===== src/rtl/midpoint_subdivision_line_clipper_assert.svh =====
// ----------------------------------------------------------------------------
// midpoint subdivision line clipper assertion macros
// concurrent assertion wrappers clocked on clk, disabled during reset
// ----------------------------------------------------------------------------
`ifndef MIDPOINT_SUBDIVISION_LINE_CLIPPER_ASSERT_SVH
`define MIDPOINT_SUBDIVISION_LINE_CLIPPER_ASSERT_SVH

`ifndef SYNTHESIS

// same-cycle implication
`define MSLC_ASSERT_SAME(label, ante, cons, msg) \
    label: assert property (@(posedge clk) disable iff (!rst_n) (ante) |-> (cons)) \
        else $error(msg);

// next-cycle implication
`define MSLC_ASSERT_NEXT(label, ante, cons, msg) \
    label: assert property (@(posedge clk) disable iff (!rst_n) (ante) |=> (cons)) \
        else $error(msg);

`else

`define MSLC_ASSERT_SAME(label, ante, cons, msg)
`define MSLC_ASSERT_NEXT(label, ante, cons, msg)

`endif

`endif


===== src/rtl/mslc_pkg.sv =====
// ----------------------------------------------------------------------------
// mslc_pkg
// shared types, constants and the region coding function of the line clipper
// ----------------------------------------------------------------------------
package mslc_pkg;

    localparam int COORD_BITS   = 16;
    localparam int SEARCH_LIMIT = 2 * COORD_BITS + 4;
    localparam int ITER_BITS    = $clog2(SEARCH_LIMIT + 1);
    localparam int CFG_IDX_BITS = 8;

    typedef logic signed [COORD_BITS-1:0] coord_t;
    typedef logic [3:0]                   code_t;
    typedef logic [ITER_BITS-1:0]         iter_t;
    typedef logic [CFG_IDX_BITS-1:0]      cfg_idx_t;

    // region code bits
    localparam code_t CODE_LEFT  = 4'b0001;
    localparam code_t CODE_RIGHT = 4'b0010;
    localparam code_t CODE_BELOW = 4'b0100;
    localparam code_t CODE_ABOVE = 4'b1000;
    localparam code_t CODE_INSIDE = 4'b0000;

    // configuration register indexes
    localparam cfg_idx_t CFG_WIN_XMIN = cfg_idx_t'(0);
    localparam cfg_idx_t CFG_WIN_XMAX = cfg_idx_t'(1);
    localparam cfg_idx_t CFG_WIN_YMIN = cfg_idx_t'(2);
    localparam cfg_idx_t CFG_WIN_YMAX = cfg_idx_t'(3);

    // window reset values
    localparam coord_t WIN_XMIN_RST = coord_t'(0);
    localparam coord_t WIN_XMAX_RST = coord_t'(4095);
    localparam coord_t WIN_YMIN_RST = coord_t'(0);
    localparam coord_t WIN_YMAX_RST = coord_t'(4095);

    typedef struct packed {
        coord_t xmin;
        coord_t xmax;
        coord_t ymin;
        coord_t ymax;
    } window_t;

    // operands of one halving step
    typedef struct packed {
        coord_t lo_x;
        coord_t lo_y;
        coord_t hi_x;
        coord_t hi_y;
        code_t  lo_code;
        code_t  hi_code;
        logic   toward_end;
        iter_t  iter;
    } step_in_t;

    // outcome of one halving step
    typedef struct packed {
        coord_t mid_x;
        coord_t mid_y;
        code_t  mid_code;
        logic   stop;
        logic   move_hi;
        coord_t res_x;
        coord_t res_y;
        code_t  res_code;
    } step_out_t;

    // four-bit outcode, left over right and above over below
    function automatic code_t region_code(coord_t x, coord_t y, window_t w);
        code_t c;
        c = CODE_INSIDE;
        if (y < w.ymin)
            c = CODE_ABOVE;
        else if (y > w.ymax)
            c = CODE_BELOW;
        if (x < w.xmin)
            c = c | CODE_LEFT;
        else if (x > w.xmax)
            c = c | CODE_RIGHT;
        return c;
    endfunction

endpackage


===== src/rtl/mslc_ifs.sv =====
// ----------------------------------------------------------------------------
// mslc channel interfaces
// valid/ready channels for segments, clip results and register writes
// ----------------------------------------------------------------------------
interface mslc_seg_if
    import mslc_pkg::*;
();
    logic   valid;
    logic   ready;
    coord_t start_x;
    coord_t start_y;
    coord_t end_x;
    coord_t end_y;

    modport source (output valid, output start_x, output start_y, output end_x,
                    output end_y, input ready);
    modport sink   (input valid, input start_x, input start_y, input end_x,
                    input end_y, output ready);
endinterface

interface mslc_clip_if
    import mslc_pkg::*;
();
    logic   valid;
    logic   ready;
    logic   visible;
    coord_t clip_start_x;
    coord_t clip_start_y;
    coord_t clip_end_x;
    coord_t clip_end_y;

    modport source (output valid, output visible, output clip_start_x,
                    output clip_start_y, output clip_end_x, output clip_end_y,
                    input ready);
    modport sink   (input valid, input visible, input clip_start_x,
                    input clip_start_y, input clip_end_x, input clip_end_y,
                    output ready);
endinterface

interface mslc_cfg_if
    import mslc_pkg::*;
();
    logic     valid;
    logic     ready;
    cfg_idx_t index;
    coord_t   data;

    modport source (output valid, output index, output data, input ready);
    modport sink   (input valid, input index, input data, output ready);
endinterface


===== src/rtl/mslc_cfg_regs.sv =====
// ----------------------------------------------------------------------------
// mslc_cfg_regs
// clip window register file, written one register per transaction
// ----------------------------------------------------------------------------
module mslc_cfg_regs
    import mslc_pkg::*;
(
    input  logic    clk,
    input  logic    rst_n,
    mslc_cfg_if.sink cfg,
    output window_t win
);

    window_t win_reg;

    // writes are always taken
    assign cfg.ready = 1'b1;
    assign win       = win_reg;

    // register update, unknown indexes are dropped
    always_ff @(posedge clk or negedge rst_n)
    begin
        if (!rst_n)
        begin
            win_reg.xmin <= WIN_XMIN_RST;
            win_reg.xmax <= WIN_XMAX_RST;
            win_reg.ymin <= WIN_YMIN_RST;
            win_reg.ymax <= WIN_YMAX_RST;
        end
        else if (cfg.valid)
        begin
            unique case (cfg.index)
                CFG_WIN_XMIN: win_reg.xmin <= cfg.data;
                CFG_WIN_XMAX: win_reg.xmax <= cfg.data;
                CFG_WIN_YMIN: win_reg.ymin <= cfg.data;
                CFG_WIN_YMAX: win_reg.ymax <= cfg.data;
                default:      ;
            endcase
        end
    end

endmodule


===== src/rtl/mslc_step_unit.sv =====
// ----------------------------------------------------------------------------
// mslc_step_unit
// shared halving step: midpoint, its outcode, stop test, final point and interval choice
// ----------------------------------------------------------------------------
module mslc_step_unit
    import mslc_pkg::*;
(
    input  window_t   win,
    input  step_in_t  op,
    output step_out_t res
);

    logic signed [COORD_BITS:0] sum_x;
    logic signed [COORD_BITS:0] sum_y;
    logic signed [COORD_BITS:0] adj_x;
    logic signed [COORD_BITS:0] adj_y;
    logic [COORD_BITS:0]        diff_x;
    logic [COORD_BITS:0]        diff_y;
    coord_t                     mid_x;
    coord_t                     mid_y;
    code_t                      mid_code;
    code_t                      far_code;
    logic                       near_x;
    logic                       near_y;

    // midpoint, halving truncated toward zero
    always_comb
    begin
        sum_x = {op.lo_x[COORD_BITS-1], op.lo_x} + {op.hi_x[COORD_BITS-1], op.hi_x};
        sum_y = {op.lo_y[COORD_BITS-1], op.lo_y} + {op.hi_y[COORD_BITS-1], op.hi_y};
        adj_x = sum_x + {{COORD_BITS{1'b0}}, sum_x[COORD_BITS]};
        adj_y = sum_y + {{COORD_BITS{1'b0}}, sum_y[COORD_BITS]};
        mid_x = adj_x[COORD_BITS:1];
        mid_y = adj_y[COORD_BITS:1];
    end

    assign mid_code = region_code(mid_x, mid_y, win);

    // distance of midpoint to the low end, near when at most one in each axis
    always_comb
    begin
        diff_x = {mid_x[COORD_BITS-1], mid_x} - {op.lo_x[COORD_BITS-1], op.lo_x};
        diff_y = {mid_y[COORD_BITS-1], mid_y} - {op.lo_y[COORD_BITS-1], op.lo_y};
        near_x = (diff_x == '0) || (diff_x == {{COORD_BITS{1'b0}}, 1'b1})
                 || (diff_x == '1);
        near_y = (diff_y == '0) || (diff_y == {{COORD_BITS{1'b0}}, 1'b1})
                 || (diff_y == '1);
    end

    // interval choice and final point selection
    always_comb
    begin
        far_code      = op.toward_end ? op.lo_code : op.hi_code;
        res.mid_x     = mid_x;
        res.mid_y     = mid_y;
        res.mid_code  = mid_code;
        res.stop      = (near_x && near_y) || (op.iter >= iter_t'(SEARCH_LIMIT));
        res.move_hi   = op.toward_end ? ((op.hi_code & mid_code) != CODE_INSIDE)
                                      : ((op.lo_code & mid_code) == CODE_INSIDE);
        if ((mid_code != CODE_INSIDE) && (far_code == CODE_INSIDE))
        begin
            res.res_x    = op.toward_end ? op.lo_x : op.hi_x;
            res.res_y    = op.toward_end ? op.lo_y : op.hi_y;
            res.res_code = CODE_INSIDE;
        end
        else
        begin
            res.res_x    = mid_x;
            res.res_y    = mid_y;
            res.res_code = mid_code;
        end
    end

endmodule


===== src/rtl/midpoint_subdivision_line_clipper.sv =====
// a trivial accept or reject goes from the classify state straight to the finish state;
// other segments pass the search state, for the start end and then the end end as needed
// throughput: one segment at a time; each halving is done by the shared step unit
// the next segment is taken once the current result sits in the output register
// reset: asynchronous active low; window returns to 0..4095, no result pending
// ----------------------------------------------------------------------------
// midpoint_subdivision_line_clipper
// clips one segment against the configured window by repeated halving
// ----------------------------------------------------------------------------
`include "midpoint_subdivision_line_clipper_assert.svh"

module midpoint_subdivision_line_clipper
    import mslc_pkg::*;
(
    input  logic        clk,
    input  logic        rst_n,
    mslc_cfg_if.sink    cfg,
    mslc_seg_if.sink    seg,
    mslc_clip_if.source clip
);

    typedef enum logic [1:0] {
        ST_IDLE,
        ST_CLASSIFY,
        ST_SEARCH,
        ST_FINISH
    } state_t;

    state_t    state_reg;
    window_t   win;
    step_in_t  step_op;
    step_out_t step_res;

    coord_t sx_reg, sy_reg, ex_reg, ey_reg;
    code_t  cs_reg, ce_reg;
    coord_t lo_x_reg, lo_y_reg, hi_x_reg, hi_y_reg;
    code_t  lo_code_reg, hi_code_reg;
    logic   toward_end_reg;
    iter_t  iter_reg;
    coord_t ax_reg, ay_reg, bx_reg, by_reg;
    code_t  ca_reg, cb_reg;

    logic   out_valid_reg;
    logic   out_visible_reg;
    coord_t out_sx_reg, out_sy_reg, out_ex_reg, out_ey_reg;
    logic   vis;
    logic   out_free;

    mslc_cfg_regs u_cfg (
        .clk   (clk),
        .rst_n (rst_n),
        .cfg   (cfg),
        .win   (win)
    );

    // shared halving unit operands
    always_comb
    begin
        step_op.lo_x       = lo_x_reg;
        step_op.lo_y       = lo_y_reg;
        step_op.hi_x       = hi_x_reg;
        step_op.hi_y       = hi_y_reg;
        step_op.lo_code    = lo_code_reg;
        step_op.hi_code    = hi_code_reg;
        step_op.toward_end = toward_end_reg;
        step_op.iter       = iter_reg;
    end

    mslc_step_unit u_step (
        .win (win),
        .op  (step_op),
        .res (step_res)
    );

    // handshakes
    assign seg.ready          = (state_reg == ST_IDLE);
    assign clip.valid         = out_valid_reg;
    assign clip.visible       = out_visible_reg;
    assign clip.clip_start_x  = out_sx_reg;
    assign clip.clip_start_y  = out_sy_reg;
    assign clip.clip_end_x    = out_ex_reg;
    assign clip.clip_end_y    = out_ey_reg;

    assign vis      = (ca_reg == CODE_INSIDE) && (cb_reg == CODE_INSIDE);
    assign out_free = !out_valid_reg || clip.ready;

    // sequencer, datapath and output register
    always_ff @(posedge clk or negedge rst_n)
    begin
        if (!rst_n)
        begin
            state_reg       <= ST_IDLE;
            out_valid_reg   <= 1'b0;
            out_visible_reg <= 1'b0;
            out_sx_reg      <= '0;
            out_sy_reg      <= '0;
            out_ex_reg      <= '0;
            out_ey_reg      <= '0;
            sx_reg          <= '0;
            sy_reg          <= '0;
            ex_reg          <= '0;
            ey_reg          <= '0;
            cs_reg          <= CODE_INSIDE;
            ce_reg          <= CODE_INSIDE;
            lo_x_reg        <= '0;
            lo_y_reg        <= '0;
            hi_x_reg        <= '0;
            hi_y_reg        <= '0;
            lo_code_reg     <= CODE_INSIDE;
            hi_code_reg     <= CODE_INSIDE;
            toward_end_reg  <= 1'b0;
            iter_reg        <= '0;
            ax_reg          <= '0;
            ay_reg          <= '0;
            bx_reg          <= '0;
            by_reg          <= '0;
            ca_reg          <= CODE_INSIDE;
            cb_reg          <= CODE_INSIDE;
        end
        else
        begin
            // result leaves on the output transaction, finish loads its own
            if (out_valid_reg && clip.ready && (state_reg != ST_FINISH))
                out_valid_reg <= 1'b0;

            unique case (state_reg)
                ST_IDLE:
                begin
                    if (seg.valid)
                    begin
                        sx_reg    <= seg.start_x;
                        sy_reg    <= seg.start_y;
                        ex_reg    <= seg.end_x;
                        ey_reg    <= seg.end_y;
                        cs_reg    <= region_code(seg.start_x, seg.start_y, win);
                        ce_reg    <= region_code(seg.end_x, seg.end_y, win);
                        state_reg <= ST_CLASSIFY;
                    end
                end

                ST_CLASSIFY:
                begin
                    ax_reg         <= sx_reg;
                    ay_reg         <= sy_reg;
                    bx_reg         <= ex_reg;
                    by_reg         <= ey_reg;
                    ca_reg         <= cs_reg;
                    cb_reg         <= ce_reg;
                    lo_x_reg       <= sx_reg;
                    lo_y_reg       <= sy_reg;
                    hi_x_reg       <= ex_reg;
                    hi_y_reg       <= ey_reg;
                    lo_code_reg    <= cs_reg;
                    hi_code_reg    <= ce_reg;
                    iter_reg       <= '0;
                    toward_end_reg <= (cs_reg == CODE_INSIDE);
                    // trivial accept or reject skips the search
                    if (((cs_reg | ce_reg) == CODE_INSIDE)
                        || ((cs_reg & ce_reg) != CODE_INSIDE))
                        state_reg <= ST_FINISH;
                    else
                        state_reg <= ST_SEARCH;
                end

                ST_SEARCH:
                begin
                    if (step_res.stop)
                    begin
                        if (!toward_end_reg)
                        begin
                            ax_reg <= step_res.res_x;
                            ay_reg <= step_res.res_y;
                            ca_reg <= step_res.res_code;
                            if (ce_reg != CODE_INSIDE)
                            begin
                                // restart on the whole segment for the end point
                                lo_x_reg       <= sx_reg;
                                lo_y_reg       <= sy_reg;
                                hi_x_reg       <= ex_reg;
                                hi_y_reg       <= ey_reg;
                                lo_code_reg    <= cs_reg;
                                hi_code_reg    <= ce_reg;
                                iter_reg       <= '0;
                                toward_end_reg <= 1'b1;
                            end
                            else
                                state_reg <= ST_FINISH;
                        end
                        else
                        begin
                            bx_reg    <= step_res.res_x;
                            by_reg    <= step_res.res_y;
                            cb_reg    <= step_res.res_code;
                            state_reg <= ST_FINISH;
                        end
                    end
                    else
                    begin
                        if (step_res.move_hi)
                        begin
                            hi_x_reg    <= step_res.mid_x;
                            hi_y_reg    <= step_res.mid_y;
                            hi_code_reg <= step_res.mid_code;
                        end
                        else
                        begin
                            lo_x_reg    <= step_res.mid_x;
                            lo_y_reg    <= step_res.mid_y;
                            lo_code_reg <= step_res.mid_code;
                        end
                        iter_reg <= iter_reg + iter_t'(1);
                    end
                end

                ST_FINISH:
                begin
                    if (out_free)
                    begin
                        out_valid_reg   <= 1'b1;
                        out_visible_reg <= vis;
                        out_sx_reg      <= vis ? ax_reg : '0;
                        out_sy_reg      <= vis ? ay_reg : '0;
                        out_ex_reg      <= vis ? bx_reg : '0;
                        out_ey_reg      <= vis ? by_reg : '0;
                        state_reg       <= ST_IDLE;
                    end
                end

                default:
                    state_reg <= ST_IDLE;
            endcase
        end
    end

    // checks on the sequencer and result formatting
    `MSLC_ASSERT_SAME(a_hidden_zero, clip.valid && !clip.visible, (clip.clip_start_x == '0) && (clip.clip_start_y == '0) && (clip.clip_end_x == '0) && (clip.clip_end_y == '0), "hidden result with nonzero coordinates")
    `MSLC_ASSERT_SAME(a_iter_bound, state_reg == ST_SEARCH, iter_reg <= iter_t'(SEARCH_LIMIT), "halving count past its bound")
    `MSLC_ASSERT_SAME(a_search_needed, state_reg == ST_SEARCH, ((cs_reg | ce_reg) != CODE_INSIDE) && ((cs_reg & ce_reg) == CODE_INSIDE), "search on a trivial segment")
    `MSLC_ASSERT_SAME(a_end_search, (state_reg == ST_SEARCH) && toward_end_reg, ce_reg != CODE_INSIDE, "end search with end point inside")
    `MSLC_ASSERT_NEXT(a_finish_idle, (state_reg == ST_FINISH) && out_free, (state_reg == ST_IDLE) && clip.valid, "finished result not loaded")

endmodule


===== src/flat_wrapper.sv =====
// flat-port wrapper written by rule: the top's interface ports become plain ports
module midpoint_subdivision_line_clipper_flat import mslc_pkg::*;
  (clk, rst_n, cfg_valid, cfg_index, cfg_data, cfg_ready, seg_valid, seg_start_x, seg_start_y, seg_end_x, seg_end_y, seg_ready, clip_valid, clip_visible, clip_clip_start_x, clip_clip_start_y, clip_clip_end_x, clip_clip_end_y, clip_ready);
  mslc_cfg_if cfg_i ();
  mslc_seg_if seg_i ();
  mslc_clip_if clip_i ();
  input  logic clk;
  input  logic rst_n;
  input wire logic [$bits(cfg_i.valid)-1:0] cfg_valid;
  input wire logic [$bits(cfg_i.index)-1:0] cfg_index;
  input wire logic [$bits(cfg_i.data)-1:0] cfg_data;
  output wire logic [$bits(cfg_i.ready)-1:0] cfg_ready;
  input wire logic [$bits(seg_i.valid)-1:0] seg_valid;
  input wire logic [$bits(seg_i.start_x)-1:0] seg_start_x;
  input wire logic [$bits(seg_i.start_y)-1:0] seg_start_y;
  input wire logic [$bits(seg_i.end_x)-1:0] seg_end_x;
  input wire logic [$bits(seg_i.end_y)-1:0] seg_end_y;
  output wire logic [$bits(seg_i.ready)-1:0] seg_ready;
  output wire logic [$bits(clip_i.valid)-1:0] clip_valid;
  output wire logic [$bits(clip_i.visible)-1:0] clip_visible;
  output wire logic [$bits(clip_i.clip_start_x)-1:0] clip_clip_start_x;
  output wire logic [$bits(clip_i.clip_start_y)-1:0] clip_clip_start_y;
  output wire logic [$bits(clip_i.clip_end_x)-1:0] clip_clip_end_x;
  output wire logic [$bits(clip_i.clip_end_y)-1:0] clip_clip_end_y;
  input wire logic [$bits(clip_i.ready)-1:0] clip_ready;
  assign cfg_i.valid = cfg_valid;
  assign cfg_i.index = cfg_index;
  assign cfg_i.data = cfg_data;
  assign cfg_ready = cfg_i.ready;
  assign seg_i.valid = seg_valid;
  assign seg_i.start_x = seg_start_x;
  assign seg_i.start_y = seg_start_y;
  assign seg_i.end_x = seg_end_x;
  assign seg_i.end_y = seg_end_y;
  assign seg_ready = seg_i.ready;
  assign clip_valid = clip_i.valid;
  assign clip_visible = clip_i.visible;
  assign clip_clip_start_x = clip_i.clip_start_x;
  assign clip_clip_start_y = clip_i.clip_start_y;
  assign clip_clip_end_x = clip_i.clip_end_x;
  assign clip_clip_end_y = clip_i.clip_end_y;
  assign clip_i.ready = clip_ready;
  midpoint_subdivision_line_clipper u_core (.clk(clk), .rst_n(rst_n), .cfg(cfg_i), .seg(seg_i), .clip(clip_i));
endmodule

===== config.mk =====
export PLATFORM = sky130hd
export DESIGN_NAME = midpoint_subdivision_line_clipper_flat
export DESIGN_NICKNAME = d
export VERILOG_FILES = /design/src/rtl/mslc_pkg.sv /design/src/rtl/mslc_ifs.sv /design/src/rtl/mslc_cfg_regs.sv /design/src/rtl/mslc_step_unit.sv /design/src/rtl/midpoint_subdivision_line_clipper.sv /design/src/flat_wrapper.sv
export VERILOG_INCLUDE_DIRS = /design/src /design/src/rtl
export SDC_FILE = /design/constraint.sdc
export NUM_CORES = 1
export LEC_CHECK = 0
export BUFFER_PORTS_ARGS = -buffer_cell sky130_fd_sc_hd__buf_2
export CELL_PAD_IN_SITES_DETAIL_PLACEMENT = 1
export CELL_PAD_IN_SITES_GLOBAL_PLACEMENT = 1
export CORE_MARGIN = 2
export CORE_UTILIZATION = 49
export DETAILED_ROUTE_END_ITERATION = 7
export PLACE_DENSITY_LB_ADDON = 0.1
export SETUP_SLACK_MARGIN = 0.15
export SLEW_MARGIN = 10
export SYNTH_ARGS = -nofsm -noshare
export SYNTH_HDL_FRONTEND = slang
export SYNTH_SLANG_ARGS = --single-unit

===== constraint.sdc =====
create_clock -name clk -period 7.25 [get_ports clk]
set_input_delay 0.725 -clock clk [delete_from_list [all_inputs] [get_ports clk]]
set_output_delay 0.725 -clock clk [all_outputs]
set_load 0.01 [all_outputs]

==> results of run 1 <==
==> final cells by class <==
type,count,share of cell area [%]
repair buffers,254,5.86
clock buffers,64,4.77
inverters,140,1.89
clock inverters,14,0.764
multi-input cells,1823,51.7
well taps,664,2.99
flip-flops and latches,355,32.0
==> cell usage after synthesis, types with 13 or more instances <==
library cell  number
dfrtp_1          331
ha_1             258
nand2_1          193
mux2_2           165
a21oi_1          145
inv_1            140
nor2_1           126
o21ai_0          123
mux2i_1          116
a22o_1            68
clkbuf_1          65
xnor2_1           48
a21o_1            45
nand3_1           40
a21boi_0          37
o211ai_1          34
nand4_1           33
nor2b_1           33
nand2b_1          30
xor2_1            29
dfstp_2           24
nor3_1            20
a31oi_1           19
mux2_4            18
o21a_1            17
a211oi_1          16
o31ai_1           15
and2_1            13
buf_2             13
nor4_1            13
==> logic make-up (layout without fill, tap and decap cells) <==
family          count (synthesis)  after routing  share of synthesized area, %
fa+ha+maj                     262            262                          13.7
flops                         355            355                          36.8
xor+xnor                       77             77                          2.79
buf+inv                       240            472                          4.18
mux                           309            309                          14.1
other cells                     1              1                        0.0155
simple gates                  567            567                          11.4
compound gates                607            607                          17.0
==> stage by stage <==
step / cells / instance area, um2
global placement: 3235 / 26200
CTS: 3313 / 27800
finish: 3314 / 27800
detailed placement: 3235 / 26200
floorplan: 2418 / 24200
global route: 3314 / 27800
==> worst reg2reg max path: stages, from the launching register on <==
cell,delay (ns)
dfrtp_1,0.40
ha_1,0.26
inv_1,0.08
fa_1,0.42
nand2b_1,0.19
a21oi_1,0.43
or4_1,0.21
o211a_1,0.20
and4b_1,0.27
nand4_1,0.22
nor2_1,0.09
xnor2_1,0.73
ha_1,0.44
a21oi_1,0.21
and2_1,0.15
a31oi_1,0.14
and4_1,0.25
a311o_1,0.38
and4bb_1,0.33
a31o_2,0.24
a21o_4,0.23
buf_12,0.22
mux2_2,0.38
mux2_4,0.27
==> worst max-delay path by stage <==
stage                                   startpoint                               to  slack, ns  cells past startpoint
finish              u_core.lo_x_reg[0]$_DFFE_PN0P_  u_core.hi_y_reg[12]$_DFFE_PN0P_       0.40                     23
global route        u_core.hi_y_reg[6]$_DFFE_PN0P_   u_core.hi_y_reg[2]$_DFFE_PN0P_       0.15                     23
CTS                 u_core.lo_x_reg[0]$_DFFE_PN0P_   u_core.hi_y_reg[2]$_DFFE_PN0P_       0.26                     25
detailed placement  u_core.lo_y_reg[0]$_DFFE_PN0P_   u_core.hi_y_reg[2]$_DFFE_PN0P_       0.16                     28
global placement    u_core.hi_y_reg[7]$_DFFE_PN0P_  u_core.hi_y_reg[11]$_DFFE_PN0P_       0.40                     26
floorplan           u_core.lo_y_reg[0]$_DFFE_PN0P_  u_core.hi_x_reg[11]$_DFFE_PN0P_       1.19                     28
==> repair_timing <==
action,in CTS,in global routing
setup buffers,0,1
endpoints found under the hold margin,0,0
pin swaps,0,1
endpoints found under the setup margin,8,150
resized for setup,1,16
==> layer usage <==
layer	track usage (%)	up-vias
met4	8.19	0
met1	47.4	10100
met5	0	-
li1	-	9219
met2	47.3	512
met3	4.44	98
==> flow_metrics.tcl, run 1 <==
set metrics [dict create \
    run_status "finished clean" \
    worst_ep_arrival_time_ns 7.30 \
    n_fill_cell 5489 \
    syn_inst 2418 \
    n_antenna_cell 0 \
    required_ns 7.70 \
    yosysUniqueCellTypes 84 \
    final_antenna_net_count 0 \
    num_vias 19900 \
    wl_per_cell_um 24.0 \
    mostFrequentLayoutCells "dfrtp_1, ha_1, nand2_1, mux2_2, buf_2" \
    clk_path_buf_depth 3 \
    maxSlewViolCount 0 \
    r2r_slack_ns 0.40 \
    vias_per_cell 6.01 \
    syn_nets 2773 \
    fin_nets 2972 \
    cts_buffers 43 \
    layout_commonest_cell "dfrtp_1" \
    gr-usage-all-layers_pct 31.5 \
    drc 0 \
    register_area_um2 8910 \
    skew_ns 0.0263 \
    finalWeightedCongestion 0.908 \
    core_area_um2 48800 \
    dieWidth_um 226 \
    wirelength_um 79400 \
    critical-path-top-delay-family "compound AO/OA/AOI/OAI gates" \
    largest_reg_flops 64 \
    cts.sinks 355 \
    async_flop_share_pct 100 \
    cp_max_fo 26 \
    die-area_um2 51200 \
    hpwl_um 61600 \
    fin_ws_ns 0.397 \
    clk_latency_ns 0.58 \
    ys_warn_count 0 \
    finalSetupViolCount 0 \
    io_pins 161 \
    grt_pass1_vias 21100 \
    h-tree-depth 2 \
    ys_top_cells_by_area "dfrtp_1, ha_1, mux2_2" \
    timing.hold.ws_ns 0.179 \
    route.met3.wl_um 4620 \
    path_cells "ha_1 -> inv_1 -> fa_1 -> nand2b_1 -> a21oi_1 -> or4_1 -> o211a_1 -> and4b_1 -> nand4_1 -> nor2_1 -> xnor2_1 -> ha_1 -> a21oi_1 -> and2_1 -> a31oi_1 -> and4_1 -> a311o_1 -> and4bb_1 -> a31o_2 -> a21o_4 -> buf_12 -> mux2_2 -> mux2_4" \
    cts_hold_buf 0 \
    multi_input_area_um2 14400 \
    reg2reg_from "u_core.lo_x_reg[0]$_DFFE_PN0P_" \
    antenna_found_initial 5 \
    synth_area_um2 24200 \
    timing.final.crit_share_pct 94.5 \
    maxCapViolations 0 \
    wl_met1_um 38600 \
    rows 81 \
    synth_edf_count 0 \
    numPortBuffers 159 \
    start_util_pct 49.5 \
    synth_top_area_share_pct 34.2 \
    rsz0062_at_grt "no" \
    dr_wl_met2_um 34500 \
    die_h_um 226 \
    grt-ovfl-total 0 \
    synth.largest_area_cell "dfrtp_1" \
    syn_avg_cell_area_um2 10.0 \
    clkTransAtPathRegs_ns 0.06 \
    critPathCaptureType "register" \
    utilization_pct 57.0 \
    grt_max_degree 135 \
    rr_worst_depth 23 \
    first_iter_violations 1332 \
    max_freq_ghz 0.146 \
    top_layer "met4" \
    cts_root_buffer "clkbuf_16" \
    ys_ff_latch 355 \
    slew_headroom_pct 36.5 \
    finalSetupTns_ns 0 \
    ys_seq_area_share_pct 36.8 \
    cts_tree "yes" \
    crit_buf_inv 2 \
    hold_path_class "input port to asynchronous set/reset pin" \
    critPathSlowestCell "xnor2_1" \
    slowest_delay_ns 0.73 \
    fin_crit_ns 6.85 \
    area_delta_synth_final_pct 15.0 \
    dpl_worst_slack_ns 0.157 \
    firstDrtPassIters 5 \
    finalHoldViolCount 0 \
    start_kind "register" \
    critPathKind "register to register" \
    grt_pass1_wl_um 124000 \
    final_layout_size_suffix_gt1_share_pct 21.7 \
    ys.flop_type "dfrtp_1" \
    r2r-end "u_core.hi_y_reg[12]$_DFFE_PN0P_" \
    worst_pin_slew_ns 0.943 \
]
Power of run 1 is left out: the tool's default activity adds up to more than one toggle a clock period on the data nets, which glitch-free logic cannot reach.
==> run 2, diff against run 1 <==
- CORE_UTILIZATION: 49 -> 53
- clock period: 7.25 -> 8.8 ns (I/O delays scaled with it)
==> run 2 against run 1 <==
Effect of this change:
- critical path depth grew 4
- utilization up 2.9 points
- routed wire length shrank 2.2%
- final area down 2.8%
- flip-flop and latch count is the same
- non-clock buffer count down 65
- register-to-register slack better by 0.36 ns
- via count is 0.37% higher
- sequential share of layout area up 0.93 points
- clock skew fell by 0.0015 ns
- global-route usage up 1.8 points
- largest cell class unchanged
==> flow_metrics.tcl, run 2 (same netlist as run 1, synthesis figures left out) <==
set metrics [dict create \
    firstDrtPassIters 5 \
    rows 78 \
    clk_latency_ns 0.58 \
    timing.final.crit_share_pct 91.4 \
    num_vias 20000 \
    start_util_pct 53.5 \
    skew_ns 0.0248 \
    cp_max_fo 28 \
    cts.sinks 355 \
    finalSetupViolCount 0 \
    finalHoldViolCount 0 \
    clk_path_buf_depth 3 \
    antenna_found_initial 1 \
    cts_tree "yes" \
    grt_pass1_wl_um 122000 \
    register_area_um2 8910 \
    finalSetupTns_ns 0 \
    wl_per_cell_um 24.4 \
    slowest_delay_ns 0.57 \
    io_pins 161 \
    use_met2_pct 50.8 \
    area_delta_synth_final_pct 11.7 \
    start_kind "register" \
    wirelength_um 77700 \
    final_antenna_net_count 0 \
    fin_crit_ns 8.04 \
    grt_max_degree 166 \
    grt-ovfl-total 0 \
    critical-path-top-delay-family "compound AO/OA/AOI/OAI gates" \
    gr-usage-all-layers_pct 33.3 \
    finalWeightedCongestion 0.941 \
    critPathCaptureType "register" \
    layout_commonest_cell "dfrtp_1" \
    grt_pass1_vias 21100 \
    rsz0062_at_grt "no" \
    dieWidth_um 218 \
    first_iter_violations 1707 \
    vias_per_cell 6.29 \
    cts_root_buffer "clkbuf_16" \
    mostFrequentLayoutCells "dfrtp_1, ha_1, nand2_1, mux2_2, buf_2" \
    worst_ep_arrival_time_ns 8.50 \
    cts_buffers 42 \
    max_freq_ghz 0.124 \
    grt_use_met3_pct 4.39 \
    maxSlewViolCount 0 \
    cpMostUsedCell "o21ai_0" \
    hpwl_um 59100 \
    slew_headroom_pct 27.0 \
    h-tree-depth 2 \
    clkTransAtPathRegs_ns 0.06 \
    drc 0 \
    critPathKind "register to register" \
    fin_nets 2906 \
    critPathSlowestCell "xnor2_1" \
    numPortBuffers 159 \
    core_area_um2 45200 \
    n_fill_cell 5025 \
    run_status "finished clean" \
    required_ns 9.26 \
    grt_busiest_layer "met2" \
    use_met1_pct 49.7 \
    largest_reg_flops 64 \
    maxCapViolations 0 \
    final_layout_size_suffix_gt1_share_pct 19.1 \
    die-area_um2 47400 \
    multi_input_area_um2 14300 \
    hold_path_class "input port to asynchronous set/reset pin" \
    worst_pin_slew_ns 1.09 \
    crit_buf_inv 2 \
    die_h_um 218 \
]
run 2: cell count changes in the layout (fill, tap and decap cells not counted), sizes merged:
| cell | before | now |
|---|---|---|
| clkinv | 4 | 8 |
| bufinv | 5 | 6 |
| inv | 142 | 143 |
| clkinvlp | 3 | 0 |
| buf | 254 | 189 |
| diode | 0 | 1 |
| clkbuf | 64 | 57 |
run 2: final cells by class:
| type | instances | area share, % |
|---|---|---|
| multi-input cells | 1823 | 53.0 |
| flip-flops and latches | 355 | 33.0 |
| clock buffers | 57 | 4.36 |
| repair buffers | 189 | 4.00 |
| well taps | 600 | 2.78 |
| inverters | 140 | 1.94 |
| clock inverters | 17 | 0.939 |
| diodes | 1 | 0.00925 |
run 2: final timing paths:
check	startpoint	endpoint	slack [ns]	depth (start not counted)
min in group clk	u_core.bx_reg[11]$_DFFE_PN0P_	u_core.bx_reg[11]$_DFFE_PN0P_	0.48	1
hold / removal	rst_n	u_core.by_reg[14]$_DFFE_PN0P_	0.33	1
hold reg to reg	u_core.bx_reg[11]$_DFFE_PN0P_	u_core.bx_reg[11]$_DFFE_PN0P_	0.48	1
max in group asynchronous	rst_n	u_core.u_cfg.win[55]$_DFFE_PN0P_	6.73	2
setup / recovery	u_core.hi_y_reg[0]$_DFFE_PN0P_	u_core.hi_x_reg[6]$_DFFE_PN0P_	0.76	27
setup reg to reg	u_core.hi_y_reg[0]$_DFFE_PN0P_	u_core.hi_x_reg[6]$_DFFE_PN0P_	0.76	27
run 2: through the flow:
stage	instances	util, %	worst slack [ns]	area, um2	hold slack [ns]
after floorplan	2418	-	2.74	24200	0.449
after global placement	3106	56.6	1.07	25600	0.456
after detailed placement	3106	56.6	0.842	25600	0.467
after CTS	3180	59.8	0.687	27000	0.417
after global routing	3181	59.8	0.213	27000	0.425
final	3182	59.8	0.760	27000	0.326
run 2: worst register-to-register path, stage by stage, from the launching register on:
cell,delay (ns)
dfrtp_1,0.40
ha_1,0.25
inv_1,0.08
fa_1,0.25
nand2b_1,0.16
a211oi_1,0.15
o21ai_0,0.26
nand3_1,0.19
o21ai_0,0.44
and2_1,0.24
ha_1,0.19
nor2b_1,0.28
and2_1,0.21
nand2_1,0.08
xnor2_1,0.57
ha_1,0.39
a211oi_1,0.11
o21bai_1,0.42
a31oi_1,0.21
o21ai_0,0.35
o21ai_0,0.14
a2111oi_0,0.41
and4_1,0.27
or2_0,0.38
a21o_4,0.48
buf_4,0.38
mux2_2,0.39
mux2_2,0.26
run 2: metal layers:
metal / wire length, um / vias up
met5: 0 / -
met4: 1850 / 0
met3: 4840 / 105
met2: 34200 / 557
met1: 36900 / 10300
li1: - / 9077
run 2: timing repair:
item / in CTS / in global routing
gates resized for setup: 0 / 1
hold buffers: 0 / 0
setup buffers: 0 / 1
setup endpoints to repair: 0 / 21
Power of run 2 is left out for the same reason.
